`src/rtl/dpt_pkg.sv`:
```
`timescale 1ns / 1ps
package dpt_pkg;

	localparam int TIME_BITS = 32;
	localparam int QUO_W     = 32;
	localparam int CNT_W     = $clog2(QUO_W);
	localparam int DIST_W    = 48;
	localparam int CFG_IDX_W = 2;
	localparam int CFG_W     = 32;

	localparam logic [CFG_IDX_W-1:0] REG_DEBOUNCE  = 2'd0;
	localparam logic [CFG_IDX_W-1:0] REG_SPEED_NUM = 2'd1;
	localparam logic [CFG_IDX_W-1:0] REG_DIST_INC  = 2'd2;

	localparam logic [7:0]        DEBOUNCE_RST  = 8'd2;
	localparam logic [QUO_W-1:0]  SPEED_NUM_RST = 32'd20588835;
	localparam logic [31:0]       DIST_INC_RST  = 32'd20589;

	typedef struct packed {
		logic                 hit;
		logic [TIME_BITS-1:0] now;
		logic [TIME_BITS-1:0] interval;
	} qual_t;

	typedef struct packed {
		logic busy;
		logic done;
	} div_status_t;

endpackage

```
`src/rtl/debounced_pulse_tachometer.sv`:
```
`timescale 1ns / 1ps
// Debounced encoder pulse tachometer.
// Slave stream: one word per millisecond tick, s_tdata[0] is the sampled pin
// level. Master stream: one word per accepted pulse, carrying pulse count,
// speed (Q16.16), distance (Q32.16, saturating) and the tick number.
// Configuration: cfg_we with cfg_index 0 debounce_ms, 1 speed_numerator,
// 2 distance_per_pulse; index 3 is ignored. Write only while idle.
// Timing: a tick with no accepted pulse leaves the block idle, so such ticks
// can follow back to back. A tick that accepts a pulse starts the restoring
// divider, one quotient bit per cycle; after the last bit the divider's done
// flag moves the block to its wait state, and the word is loaded into the
// output register once that register is free. s_tready stays low meanwhile.
// Stall: the output register holds its word until m_tready; new ticks are
// still taken meanwhile, but a second pulse waits after its division until
// the output register is free.
// Reset: all counters, qualifier state and the output clear; registers take
// their default values.
module debounced_pulse_tachometer
	import dpt_pkg::*;
(
	input  logic                 clk,
	input  logic                 arst_n,
	input  logic                 s_tvalid,
	output logic                 s_tready,
	input  logic [7:0]           s_tdata,   // [0] pin_level, [7:1] zero
	output logic                 m_tvalid,
	input  logic                 m_tready,
	output logic [143:0]         m_tdata,   // pulse_total, speed_q16, distance_q16, time_stamp
	input  logic                 cfg_we,
	input  logic [CFG_IDX_W-1:0] cfg_index,
	input  logic [CFG_W-1:0]     cfg_data
);

	typedef enum logic [1:0] {
		S_IDLE,
		S_DIV,
		S_WAIT
	} state_t;

	state_t               state_q;
	logic [7:0]           debounce_q;
	logic [QUO_W-1:0]     speed_num_q;
	logic [31:0]          dist_inc_q;
	logic [31:0]          pulse_cnt_q;
	logic [DIST_W-1:0]    dist_q;
	logic [31:0]          ts_q;
	logic                 out_valid_q;
	logic [143:0]         out_data_q;

	qual_t                qual;
	div_status_t          div_st;
	logic [QUO_W-1:0]     quotient;
	logic                 take;
	logic                 start;
	logic                 out_free;
	logic [DIST_W:0]      dist_sum;
	logic [63:0]          now_ext;

	assign s_tready = (state_q == S_IDLE);
	assign take     = s_tvalid && s_tready;
	assign start    = take && qual.hit;
	assign out_free = !out_valid_q || m_tready;
	assign dist_sum = {1'b0, dist_q} + (DIST_W + 1)'(dist_inc_q);
	assign now_ext  = 64'(qual.now);

	dpt_qualifier u_qual (
		.clk      (clk),
		.arst_n   (arst_n),
		.take     (take),
		.level    (s_tdata[0]),
		.debounce (debounce_q),
		.qual     (qual)
	);

	dpt_divider u_div (
		.clk      (clk),
		.arst_n   (arst_n),
		.start    (start),
		.dividend (speed_num_q),
		.divisor  (qual.interval),
		.status   (div_st),
		.quotient (quotient)
	);

	always_ff @(posedge clk or negedge arst_n) begin
		if (!arst_n) begin
			debounce_q  <= DEBOUNCE_RST;
			speed_num_q <= SPEED_NUM_RST;
			dist_inc_q  <= DIST_INC_RST;
		end else if (cfg_we) begin
			case (cfg_index)
				REG_DEBOUNCE:  debounce_q  <= cfg_data[7:0];
				REG_SPEED_NUM: speed_num_q <= cfg_data[QUO_W-1:0];
				REG_DIST_INC:  dist_inc_q  <= cfg_data[31:0];
				default: ;
			endcase
		end
	end

	always_ff @(posedge clk or negedge arst_n) begin
		if (!arst_n) begin
			state_q     <= S_IDLE;
			pulse_cnt_q <= '0;
			dist_q      <= '0;
			ts_q        <= '0;
			out_valid_q <= 1'b0;
			out_data_q  <= '0;
		end else begin
			if (state_q == S_WAIT && out_free) begin
				out_valid_q <= 1'b1;
			end else if (m_tready) begin
				out_valid_q <= 1'b0;
			end
			case (state_q)
				S_IDLE: begin
					if (start) begin
						pulse_cnt_q <= pulse_cnt_q + 1'b1;
						dist_q      <= dist_sum[DIST_W] ? {DIST_W{1'b1}} : dist_sum[DIST_W-1:0];
						ts_q        <= now_ext[31:0];
						state_q     <= S_DIV;
					end
				end
				S_DIV: begin
					if (div_st.done) begin
						state_q <= S_WAIT;
					end
				end
				S_WAIT: begin
					if (out_free) begin
						out_data_q  <= {ts_q, dist_q, quotient, pulse_cnt_q};
						state_q     <= S_IDLE;
					end
				end
				default: state_q <= S_IDLE;
			endcase
		end
	end

	assign m_tvalid = out_valid_q;
	assign m_tdata  = out_data_q;

`ifndef NO_ASSERTIONS
	a_done_in_div: assert property (@(posedge clk) disable iff (!arst_n)
		div_st.done |-> state_q == S_DIV)
		else $error("divider finished outside division state");
	a_start_to_div: assert property (@(posedge clk) disable iff (!arst_n)
		start |=> (state_q == S_DIV) && div_st.busy)
		else $error("accepted pulse did not start division");
	a_count_stable: assert property (@(posedge clk) disable iff (!arst_n)
		!start |=> $stable(pulse_cnt_q))
		else $error("pulse count changed without an accepted pulse");
	a_div_busy_state: assert property (@(posedge clk) disable iff (!arst_n)
		div_st.busy |-> state_q == S_DIV)
		else $error("divider busy while block is not dividing");
`endif

endmodule

```
`src/rtl/dpt_qualifier.sv`:
```
`timescale 1ns / 1ps
module dpt_qualifier
	import dpt_pkg::*;
(
	input  logic       clk,
	input  logic       arst_n,
	input  logic       take,
	input  logic       level,
	input  logic [7:0] debounce,
	output qual_t      qual
);

	logic                 armed_q;
	logic                 cap_q;
	logic                 prev_q;
	logic [TIME_BITS-1:0] edge_q;
	logic [TIME_BITS-1:0] tick_q;
	logic [TIME_BITS-1:0] last_q;

	logic                 rise;
	logic                 armed_n;
	logic                 cap_n;
	logic [TIME_BITS-1:0] edge_n;
	logic [TIME_BITS-1:0] elapsed;

	always_comb begin
		rise    = level && !prev_q;
		armed_n = armed_q || rise;
		cap_n   = rise ? level : cap_q;
		edge_n  = rise ? tick_q : edge_q;
		elapsed = tick_q - edge_n;
		qual.now      = tick_q;
		qual.interval = tick_q - last_q;
		qual.hit      = armed_n && (cap_n == level) && (elapsed > TIME_BITS'(debounce));
	end

	always_ff @(posedge clk or negedge arst_n) begin
		if (!arst_n) begin
			armed_q <= 1'b0;
			cap_q   <= 1'b0;
			prev_q  <= 1'b0;
			edge_q  <= '0;
			tick_q  <= '0;
			last_q  <= '0;
		end else if (take) begin
			armed_q <= qual.hit ? 1'b0 : armed_n;
			cap_q   <= cap_n;
			edge_q  <= edge_n;
			prev_q  <= level;
			tick_q  <= tick_q + 1'b1;
			if (qual.hit) begin
				last_q <= tick_q;
			end
		end
	end

endmodule

```
`src/rtl/dpt_divider.sv`:
```
`timescale 1ns / 1ps
module dpt_divider
	import dpt_pkg::*;
(
	input  logic                 clk,
	input  logic                 arst_n,
	input  logic                 start,
	input  logic [QUO_W-1:0]     dividend,
	input  logic [TIME_BITS-1:0] divisor,
	output div_status_t          status,
	output logic [QUO_W-1:0]     quotient
);

	logic                 busy_q;
	logic                 done_q;
	logic [CNT_W-1:0]     cnt_q;
	logic [TIME_BITS-1:0] div_q;
	logic [TIME_BITS-1:0] rem_q;
	logic [QUO_W-1:0]     quo_q;

	logic [TIME_BITS:0]   shifted;
	logic                 fits;

	// zero divisor yields an all-ones quotient, which is the saturated speed
	always_comb begin
		shifted = {rem_q, quo_q[QUO_W-1]};
		fits    = shifted >= {1'b0, div_q};
	end

	always_ff @(posedge clk or negedge arst_n) begin
		if (!arst_n) begin
			busy_q <= 1'b0;
			done_q <= 1'b0;
			cnt_q  <= '0;
		end else begin
			done_q <= 1'b0;
			if (start) begin
				busy_q <= 1'b1;
				cnt_q  <= CNT_W'(QUO_W - 1);
			end else if (busy_q) begin
				cnt_q <= cnt_q - 1'b1;
				if (cnt_q == '0) begin
					busy_q <= 1'b0;
					done_q <= 1'b1;
				end
			end
		end
	end

	always_ff @(posedge clk) begin
		if (start) begin
			div_q <= divisor;
			rem_q <= '0;
			quo_q <= dividend;
		end else if (busy_q) begin
			rem_q <= fits ? TIME_BITS'(shifted - {1'b0, div_q}) : shifted[TIME_BITS-1:0];
			quo_q <= {quo_q[QUO_W-2:0], fits};
		end
	end

	assign status.busy = busy_q;
	assign status.done = done_q;
	assign quotient    = quo_q;

endmodule
```
`config.mk`:
```
export PLATFORM = sky130hd
export DESIGN_NAME = debounced_pulse_tachometer
export DESIGN_NICKNAME = d
export VERILOG_FILES = /design/src/rtl/dpt_pkg.sv /design/src/rtl/debounced_pulse_tachometer.sv /design/src/rtl/dpt_qualifier.sv /design/src/rtl/dpt_divider.sv
export SDC_FILE = /design/constraint.sdc
export NUM_CORES = 1
export LEC_CHECK = 0
export ABC_AREA = 1
export BUFFER_PORTS_ARGS = -buffer_cell sky130_fd_sc_hd__buf_2
export CAP_MARGIN = 20
export CORE_MARGIN = 1.5
export CORE_UTILIZATION = 32
export CTS_CLUSTER_SIZE = 20
export DETAILED_ROUTE_END_ITERATION = 8
export PLACE_DENSITY = 0.49
export SLEW_MARGIN = 20
export SYNTH_ARGS = -nofsm -noshare
export SYNTH_HDL_FRONTEND = slang
export SYNTH_SLANG_ARGS = --single-unit
```
`constraint.sdc`:
```
create_clock -name clk -period 7.1 [get_ports clk]
set_clock_uncertainty 0.05 [all_clocks]
set_input_delay 1.065 -clock clk [delete_from_list [all_inputs] [get_ports clk]]
set_output_delay 1.065 -clock clk [all_outputs]
set_load 0.1 [all_outputs]
```
==> results of run 1 <==
-- state kept, by name (all words and copies together) (netlist names), 32 cells and up --
name	flops
m_tdata	144
dist_q	48
dist_inc_q	32
pulse_cnt_q	32
speed_num_q	32
ts_q	32
u_div.div_q	32
u_div.quotient	32
u_div.rem_q	32
u_qual.edge_q	32
u_qual.last_q	32
u_qual.tick_q	32
-- cells by family (layout without fill, tap and decap cells) --
family                     after synthesis  in the layout  synth area share, %
buffers and inverters                  600            795                 7.77
AOI/OAI and AO/OA                      555            555                 9.71
muxes                                  109            109                 3.98
and+or+nand+nor                       1873           1873                 25.3
adders and majority gates              132            132                 5.43
xor gates and xnor gates               138            138                 3.92
DFF                                    533            533                 43.9
-- layout by cell type (no fill, tap or decap), types with 29 or more instances in the layout --
master,n
a21oi_1,183
buf_2,184
clkbuf_16,62
dfrtp_1,418
dfxtp_1,32
edfxtp_1,64
ha_1,129
inv_1,465
mux2_2,109
nand2_1,1088
nand3_1,299
nand4_1,44
nor2_1,306
nor3_1,53
o21ai_0,281
or2_2,30
xnor2_1,29
xor2_1,109
-- worst max path at each step --
stage	slack [ns]	cells past startpoint	endpoint	from
detailed placement	0.70	26	ts_q[2]	s_tdata[0]
floorplan	2.14	26	u_div.quotient[0]	s_tdata[0]
CTS	1.41	26	ts_q[2]	s_tdata[0]
global route	1.02	27	u_qual.last_q[2]	s_tdata[0]
global placement	0.74	27	ts_q[2]	s_tdata[0]
finish	1.45	26	ts_q[2]	s_tdata[0]
-- cell usage after synthesis, types with 30 or more instances --
master / count
a21oi_1: 183
clkbuf_1: 69
dfrtp_1: 418
dfxtp_1: 32
edfxtp_1: 64
ha_1: 129
inv_1: 465
mux2_2: 109
nand2_1: 1092
nand3_1: 301
nand4_1: 44
nor2_1: 306
nor3_1: 53
o21ai_0: 281
or2_2: 30
xor2_1: 109
-- per-stage QoR --
step	hold slack, ns	power [W]	cell area [um2]	util [%]	setup WS, ns
CTS	0.403	0.0149	35000	36.8	1.41
global route	0.428	0.0160	35100	36.9	1.02
finish	0.392	0.0148	35100	36.9	1.45
detailed placement	0.405	0.0116	33000	34.7	0.695
global placement	0.404	0.0116	33000	34.7	0.741
floorplan	0.373	0.00985	30800	-	2.14
-- worst register-to-register path: cells and delay by family (launching register included) --
family,cells,cell delay (ns)
DFF,1,0.42
buffers and inverters,6,1.81
and+or+nand+nor,14,1.88
adders and majority gates,3,0.67
AOI/OAI and AO/OA,2,0.46
xor gates and xnor gates,1,0.22
-- power by group through the flow --
| stage | Combinational, W | Sequential [W] | Clock, W |
|---|---|---|---|
| after floorplan | 0.00471 | 0.00514 | 0 |
| after global placement | 0.00710 | 0.00448 | 0 |
| after detailed placement | 0.00713 | 0.00449 | 0 |
| after CTS | 0.00716 | 0.00444 | 0.00333 |
| after global routing | 0.00806 | 0.00454 | 0.00343 |
| final | 0.00713 | 0.00443 | 0.00321 |
-- area by class of cell --
cell class              instances  area (um2)  share of cell area, %
inverters                     479        1800                   5.13
flip-flops and latches        533       13500                   38.6
multi-input cells            2807       15000                   42.7
well taps                    1265        1580                   4.51
clock inverters                25         279                  0.796
repair buffers                202        1150                   3.28
clock buffers                  89        1760                   5.03
-- metal layers --
layer	vias up	track usage [%]	part of all wire (%)
met5	-	0	0.011
met4	2	4.57	2.2
met3	113	2.32	3.6
met2	395	27.9	44
met1	12200	26.9	51
li1	13100	-	-
==> summary.md, run 1 <==
| Metric | Value |
|---|---|
| Hpwl dp | ~65,000 um |
| FF+latch count, synth | 533 |
| Resized Gates After CTS | 0 |
| Yosys cell types | between 50 and 60 |
| Initial Util | between 30% and 40% |
| Die area | 98,200 um2 |
| Total grt overflow | 0 |
| CP max stage delay | between 0.7 and 0.8 ns |
| Reg2reg start | u_qual.prev_q |
| Vias per inst | 4.78 |
| # diodes | 0 |
| P_int | 0.00809 W |
| Placed Cells | approximately 5,300 |
| Synth Net Count | between 4,000 and 5,000 |
| Fraction of layout cells with a size suffix above 1 | around an eighth |
| Critical Path RT | roughly 7.6 ns |
| CTS tree | built |
| Ys async rst share | about 82% |
| Setup TNS | 0 ns |
| Leading area contributor after synthesis | dfrtp_1 |
| Layout Cells excl Fill | 5,400 |
| WS Path Type | in2reg |
| Syn_area_per_cell | 7.82 um2 |
| Area of the mapped netlist | 30,800 um2 |
| Cell row count | 113 |
| Worst reg2reg path depth | 26 |
| Postcts setup bufs | 0 |
| Combinational power share | between 40% and 50% |
| Critical path's most frequent cell | nand3_1 |
| First-pass GRT wire length | around 140,000 um |
| Tcrit/Tclk final | approximately 80% |
| Clock-pin slew on the worst setup and hold paths | ~0.06 ns |
| Num CTS Buffers | between 60 and 70 |
| DIE HEIGHT | approximately 310 um |
| CP Max Fanout | ~80 |
| Layout area overhead | 13.8% |
| Post-synth top flop | dfrtp_1 |
| # Max-Cap Violations | 0 |
| Tot GR Track Use | 18.2% |
| Clk buf depth | 3 |
| CP Launch Type | input port |
| Drc violations | 0 |
| Reg2reg setup slack | ~1.5 ns |
| CP delay by family, top | simple AND/OR/NAND/NOR gates |
| Via count | roughly 26,000 |
| Min Tclk post-route | between 5 and 6 ns |
| Post-synth EDFFs | 64 |
| Nets | 4,263 |
| Crit path buf inv count | 6 |
| Sw Pwr | about 0.0067 W |
| Worst path slowest cell | buf_4 |
| Status | finished, final reports clean |
| Leakage | between 15 and 20 nW |
| Worst Tran Pin Value | between 0.9 and 1 ns |
| Core area | 95,200 um2 |
| Crit path capture type | flip-flop |
| Worst hold-check path type | in2async |
| Worst r2r dst | ts_q[2] |
| Clock latency on the worst-skew pair | ~0.66 ns |
| Max Clk Rate | 0.177 GHz |
| # port buffers | between 150 and 200 |
| Post-route ant nets | 0 |
| Clock root cell | clkbuf_16 |
| Pwr per Cell Area | around 420 nW/um2 |
| Largest cells by area after synthesis | dfrtp_1 (34%), nand2_1 (13%), edfxtp_1 (6.2%) |
| Sw Share | between 40% and 50% |
| Initial antenna violation count | 1 |
| Slew Viols, Final | 0 |
| Synth top area share | around 34% |
| Gp weighted congestion | 0.922 |
| Mapped Cells | 3,940 |
| WL final | 89,200 um |
| Max VDD drop | 0.295 mV |
| Ports | a little under 200 |
| Pre-antenna DRT Iters | 8 |
| H-tree levels | 2 |
| Sequential Power Share | 30.0% |
| Vias in the first global route | between 20,000 and 30,000 |
| Final hold viol count | 0 |
| Die width | between 300 and 400 um |
| Seq/Total Area, Yosys | 43.9% |
| RSZ-0062 raised after global routing | no |
| Synthesis Warnings | 0 |
| Final setup viols | 0 |
| WP data arrival | roughly 6 ns |
| Largest net degree at the start of global routing | 183 |
| DR WL/cell | 16.5 um |
| Clock sinks | approximately 530 |
| Slew HR | 33.2% |
| Hold-fix buffers at CTS | 0 |
| Iteration-0 DRC count of the detailed router | 1,721 |
| Fill cell count | 10,100 |
| Clock Power Share | between 20% and 30% |
No activity file was read; power rests on OpenSTA's default activity.
==> run 2: changes to the inputs <==
--- a/config.mk
+++ b/config.mk
@@ -12,7 +12,7 @@
 export CORE_UTILIZATION = 32
 export CTS_CLUSTER_SIZE = 20
 export DETAILED_ROUTE_END_ITERATION = 8
-export PLACE_DENSITY = 0.49
+export PLACE_DENSITY = 0.51
 export SLEW_MARGIN = 20
 export SYNTH_ARGS = -nofsm -noshare
 export SYNTH_HDL_FRONTEND = slang
==> constraint.sdc (replaced) <==
create_clock -name clk -period 4.6 [get_ports clk]
set_clock_uncertainty 0.05 [all_clocks]
set_input_delay 0.69 -clock clk [delete_from_list [all_inputs] [get_ports clk]]
set_output_delay 0.69 -clock clk [all_outputs]
set_load 0.1 [all_outputs]
==> run 2 against run 1 <==
Compared with the run above: combinational power increased by 56%; sequential power rose by 54%; first-iteration DRC count shrank 6.5%; clock power increased by 59%; critical endpoint is now u_div.quotient[1]; largest power group unchanged; highest routed layer is now met4.
==> summary.md, run 2 (same netlist as run 1, synthesis figures left out) <==
| Metric | Value |
|---|---|
| Status | finished, final reports clean (unchanged) |
| Iteration-0 DRC count of the detailed router | 1,609 (was 1,721) |
| Tcrit/Tclk final | around nine tenths |
| Vias per inst | 4.74 (was 4.78) |
| Worst path slowest cell | dfrtp_1 (was buf_4) |
| Max VDD drop | 0.349 mV (was 0.295 mV) |
| Initial antenna violation count | 0 (was 1) |
| Die width | 313 um (unchanged) |
| Placed Cells | 5,334 (was 5,285) |
| First-pass GRT wire length | 141,000 um (was 143,000 um) |
| Pwr per Cell Area | 647 nW/um2 (was 421 nW/um2) |
| Leakage | 18.3 nW (was 18.0 nW) |
| Nets | 4,313 (was 4,263) |
| Crit path buf inv count | 4 (was 6) |
| Tot GR Track Use | 17.9% (was 18.2%) |
| Slew HR | 40.1% (was 33.2%) |
| Initial Util | 32.4% (unchanged) |
| Vias in the first global route | 25,400 (was 25,200) |
| Crit path capture type | flip-flop (unchanged) |
| Max reg flops | 144 (unchanged) |
| Hpwl dp | 66,500 um (was 65,400 um) |
| Pre-antenna DRT Iters | 5 (was 8) |
| Via count | 25,900 (was 25,800) |
| Pre-CTS WS | -0.0295 ns (was 0.695 ns) |
| Post-route ant nets | 0 (unchanged) |
| Core area | 95,200 um2 (unchanged) |
| DIE HEIGHT | 313 um (unchanged) |
| WP data arrival | 4.62 ns (was 6.18 ns) |
| Fin Hold WS | 0.218 ns (was 0.392 ns) |
| Most frequent cells in the layout | nand2_1 (1,088), inv_1 (465), dfrtp_1 (418), nor2_1 (305), nand3_1 (299) (was nand2_1 (1,088), inv_1 (465), dfrtp_1 (418), nor2_1 (306), nand3_1 (299)) |
| Clock sinks | 533 (unchanged) |
| Layout area overhead | 15.7% (was 13.8%) |
| Gp weighted congestion | 0.924 (was 0.922) |
| Final setup viols | 0 (unchanged) |
| Fraction of layout cells with a size suffix above 1 | 13.1% (was 11.9%) |
| Fill cell count | 10,100 (about the same) |
| Num CTS Buffers | 61 (unchanged) |
| Clock-pin slew on the worst setup and hold paths | 0.06 ns (about the same) |
| Worst Tran Pin Value | 0.889 ns (was 0.992 ns) |
| Clock root cell | clkbuf_16 (unchanged) |
| Slew Viols, Final | 0 (unchanged) |
| Worst hold-check path type | in2reg (was in2async) |
| CP delay by family, top | simple AND/OR/NAND/NOR gates (unchanged) |
| Clock latency on the worst-skew pair | 0.67 ns (was 0.66 ns) |
| CP max stage delay | 0.42 ns (was 0.75 ns) |
| Setup TNS | 0 ns (unchanged) |
| WL final | 87,900 um (was 89,200 um) |
| # port buffers | 185 (unchanged) |
| CP Launch Type | flip-flop (was input port) |
| CP Max Fanout | 49 (was 78) |
| Die area | 98,200 um2 (unchanged) |
| Largest net degree at the start of global routing | 87 (was 183) |
| H-tree levels | 2 (unchanged) |
| RSZ-0062 raised after global routing | no (unchanged) |
| Cell row count | 113 (unchanged) |
| Most common cell after layout, fill and taps aside | nand2_1 (unchanged) |
| DR WL/cell | 16.1 um (was 16.5 um) |
| Final hold viol count | 0 (unchanged) |
| Layout Cells excl Fill | 5,451 (was 5,400) |
| Ports | 193 (unchanged) |
| Total grt overflow | 0 (unchanged) |
| # Max-Cap Violations | 0 (unchanged) |
| Final worst slack | 0.474 ns (was 1.45 ns) |
| Min Tclk post-route | about 4.1 ns |
| Drc violations | 0 (unchanged) |
| Clk buf depth | 3 (unchanged) |
| Critical Path RT | 5.10 ns (was 7.63 ns) |
| Util after Layout | 37.5% (was 36.9%) |
| WS Path Type | reg2reg (was in2reg) |
| Max Clk Rate | between 0.2 and 0.25 GHz |
| CTS tree | built (unchanged) |
run 2: path summary, 6_finish.rpt:
check	depth (start not counted)	startpoint	slack, ns	to
worst max-delay path	25	u_qual.tick_q[0]	0.47	u_div.quotient[1]
worst min-delay path	3	cfg_data[20]	0.22	speed_num_q[20]
worst max register to register	25	u_qual.tick_q[0]	0.47	u_div.quotient[1]
worst min register to register	1	u_div.done_q	0.40	state_q[0]
max in group asynchronous	3	arst_n	2.91	m_tdata[141]
min in group asynchronous	2	arst_n	0.58	m_tdata[58]
run 2: metrics by stage:
step,total power (W),cell area [um2]
after global placement,0.0180,33500
after detailed placement,0.0181,33500
after global routing,0.0251,35700
final,0.0231,35700
after floorplan,0.0152,30800
after CTS,0.0233,35600
run 2: routing by layer:
layer	up-vias	wire length, um	track usage (%)
met5	-	0	0
met4	0	2090	5.14
met3	102	3370	2.10
met2	429	38400	27.8
met1	12100	44000	26.0
li1	13200	-	-
run 2: cell type report:
class	count	area [um2]	area share, %
diodes	1	2.50	0.00702
repair buffers	251	1650	4.62
well taps	1265	1580	4.44
clock inverters	36	434	1.22
inverters	479	1800	5.05
multi-input cells	2808	15000	42.0
clock buffers	78	1680	4.71
flip-flops and latches	533	13500	37.9
run 2: report_power, final:
part	total [W]	switching (W)	internal, W
registers	0.00684	0.000768	0.00607
clock network	0.00510	0.00211	0.00299
logic	0.0111	0.00744	0.00371
run 2: what timing repair did:
| item | 4_1_cts | 5_1_grt |
|---|---|---|
| buffers inserted | 0 | 0 |
| resized for setup | 0 | 4 |
| endpoints found under the setup margin | 0 | 233 |
| hold endpoints to repair | 5 | 0 |
| hold buffers | 1 | 0 |
run 2: worst min-delay path, cell delays in order:
cell	delay [ns]
buf_2	0.10
inv_1	0.06
o21ai_0	0.08
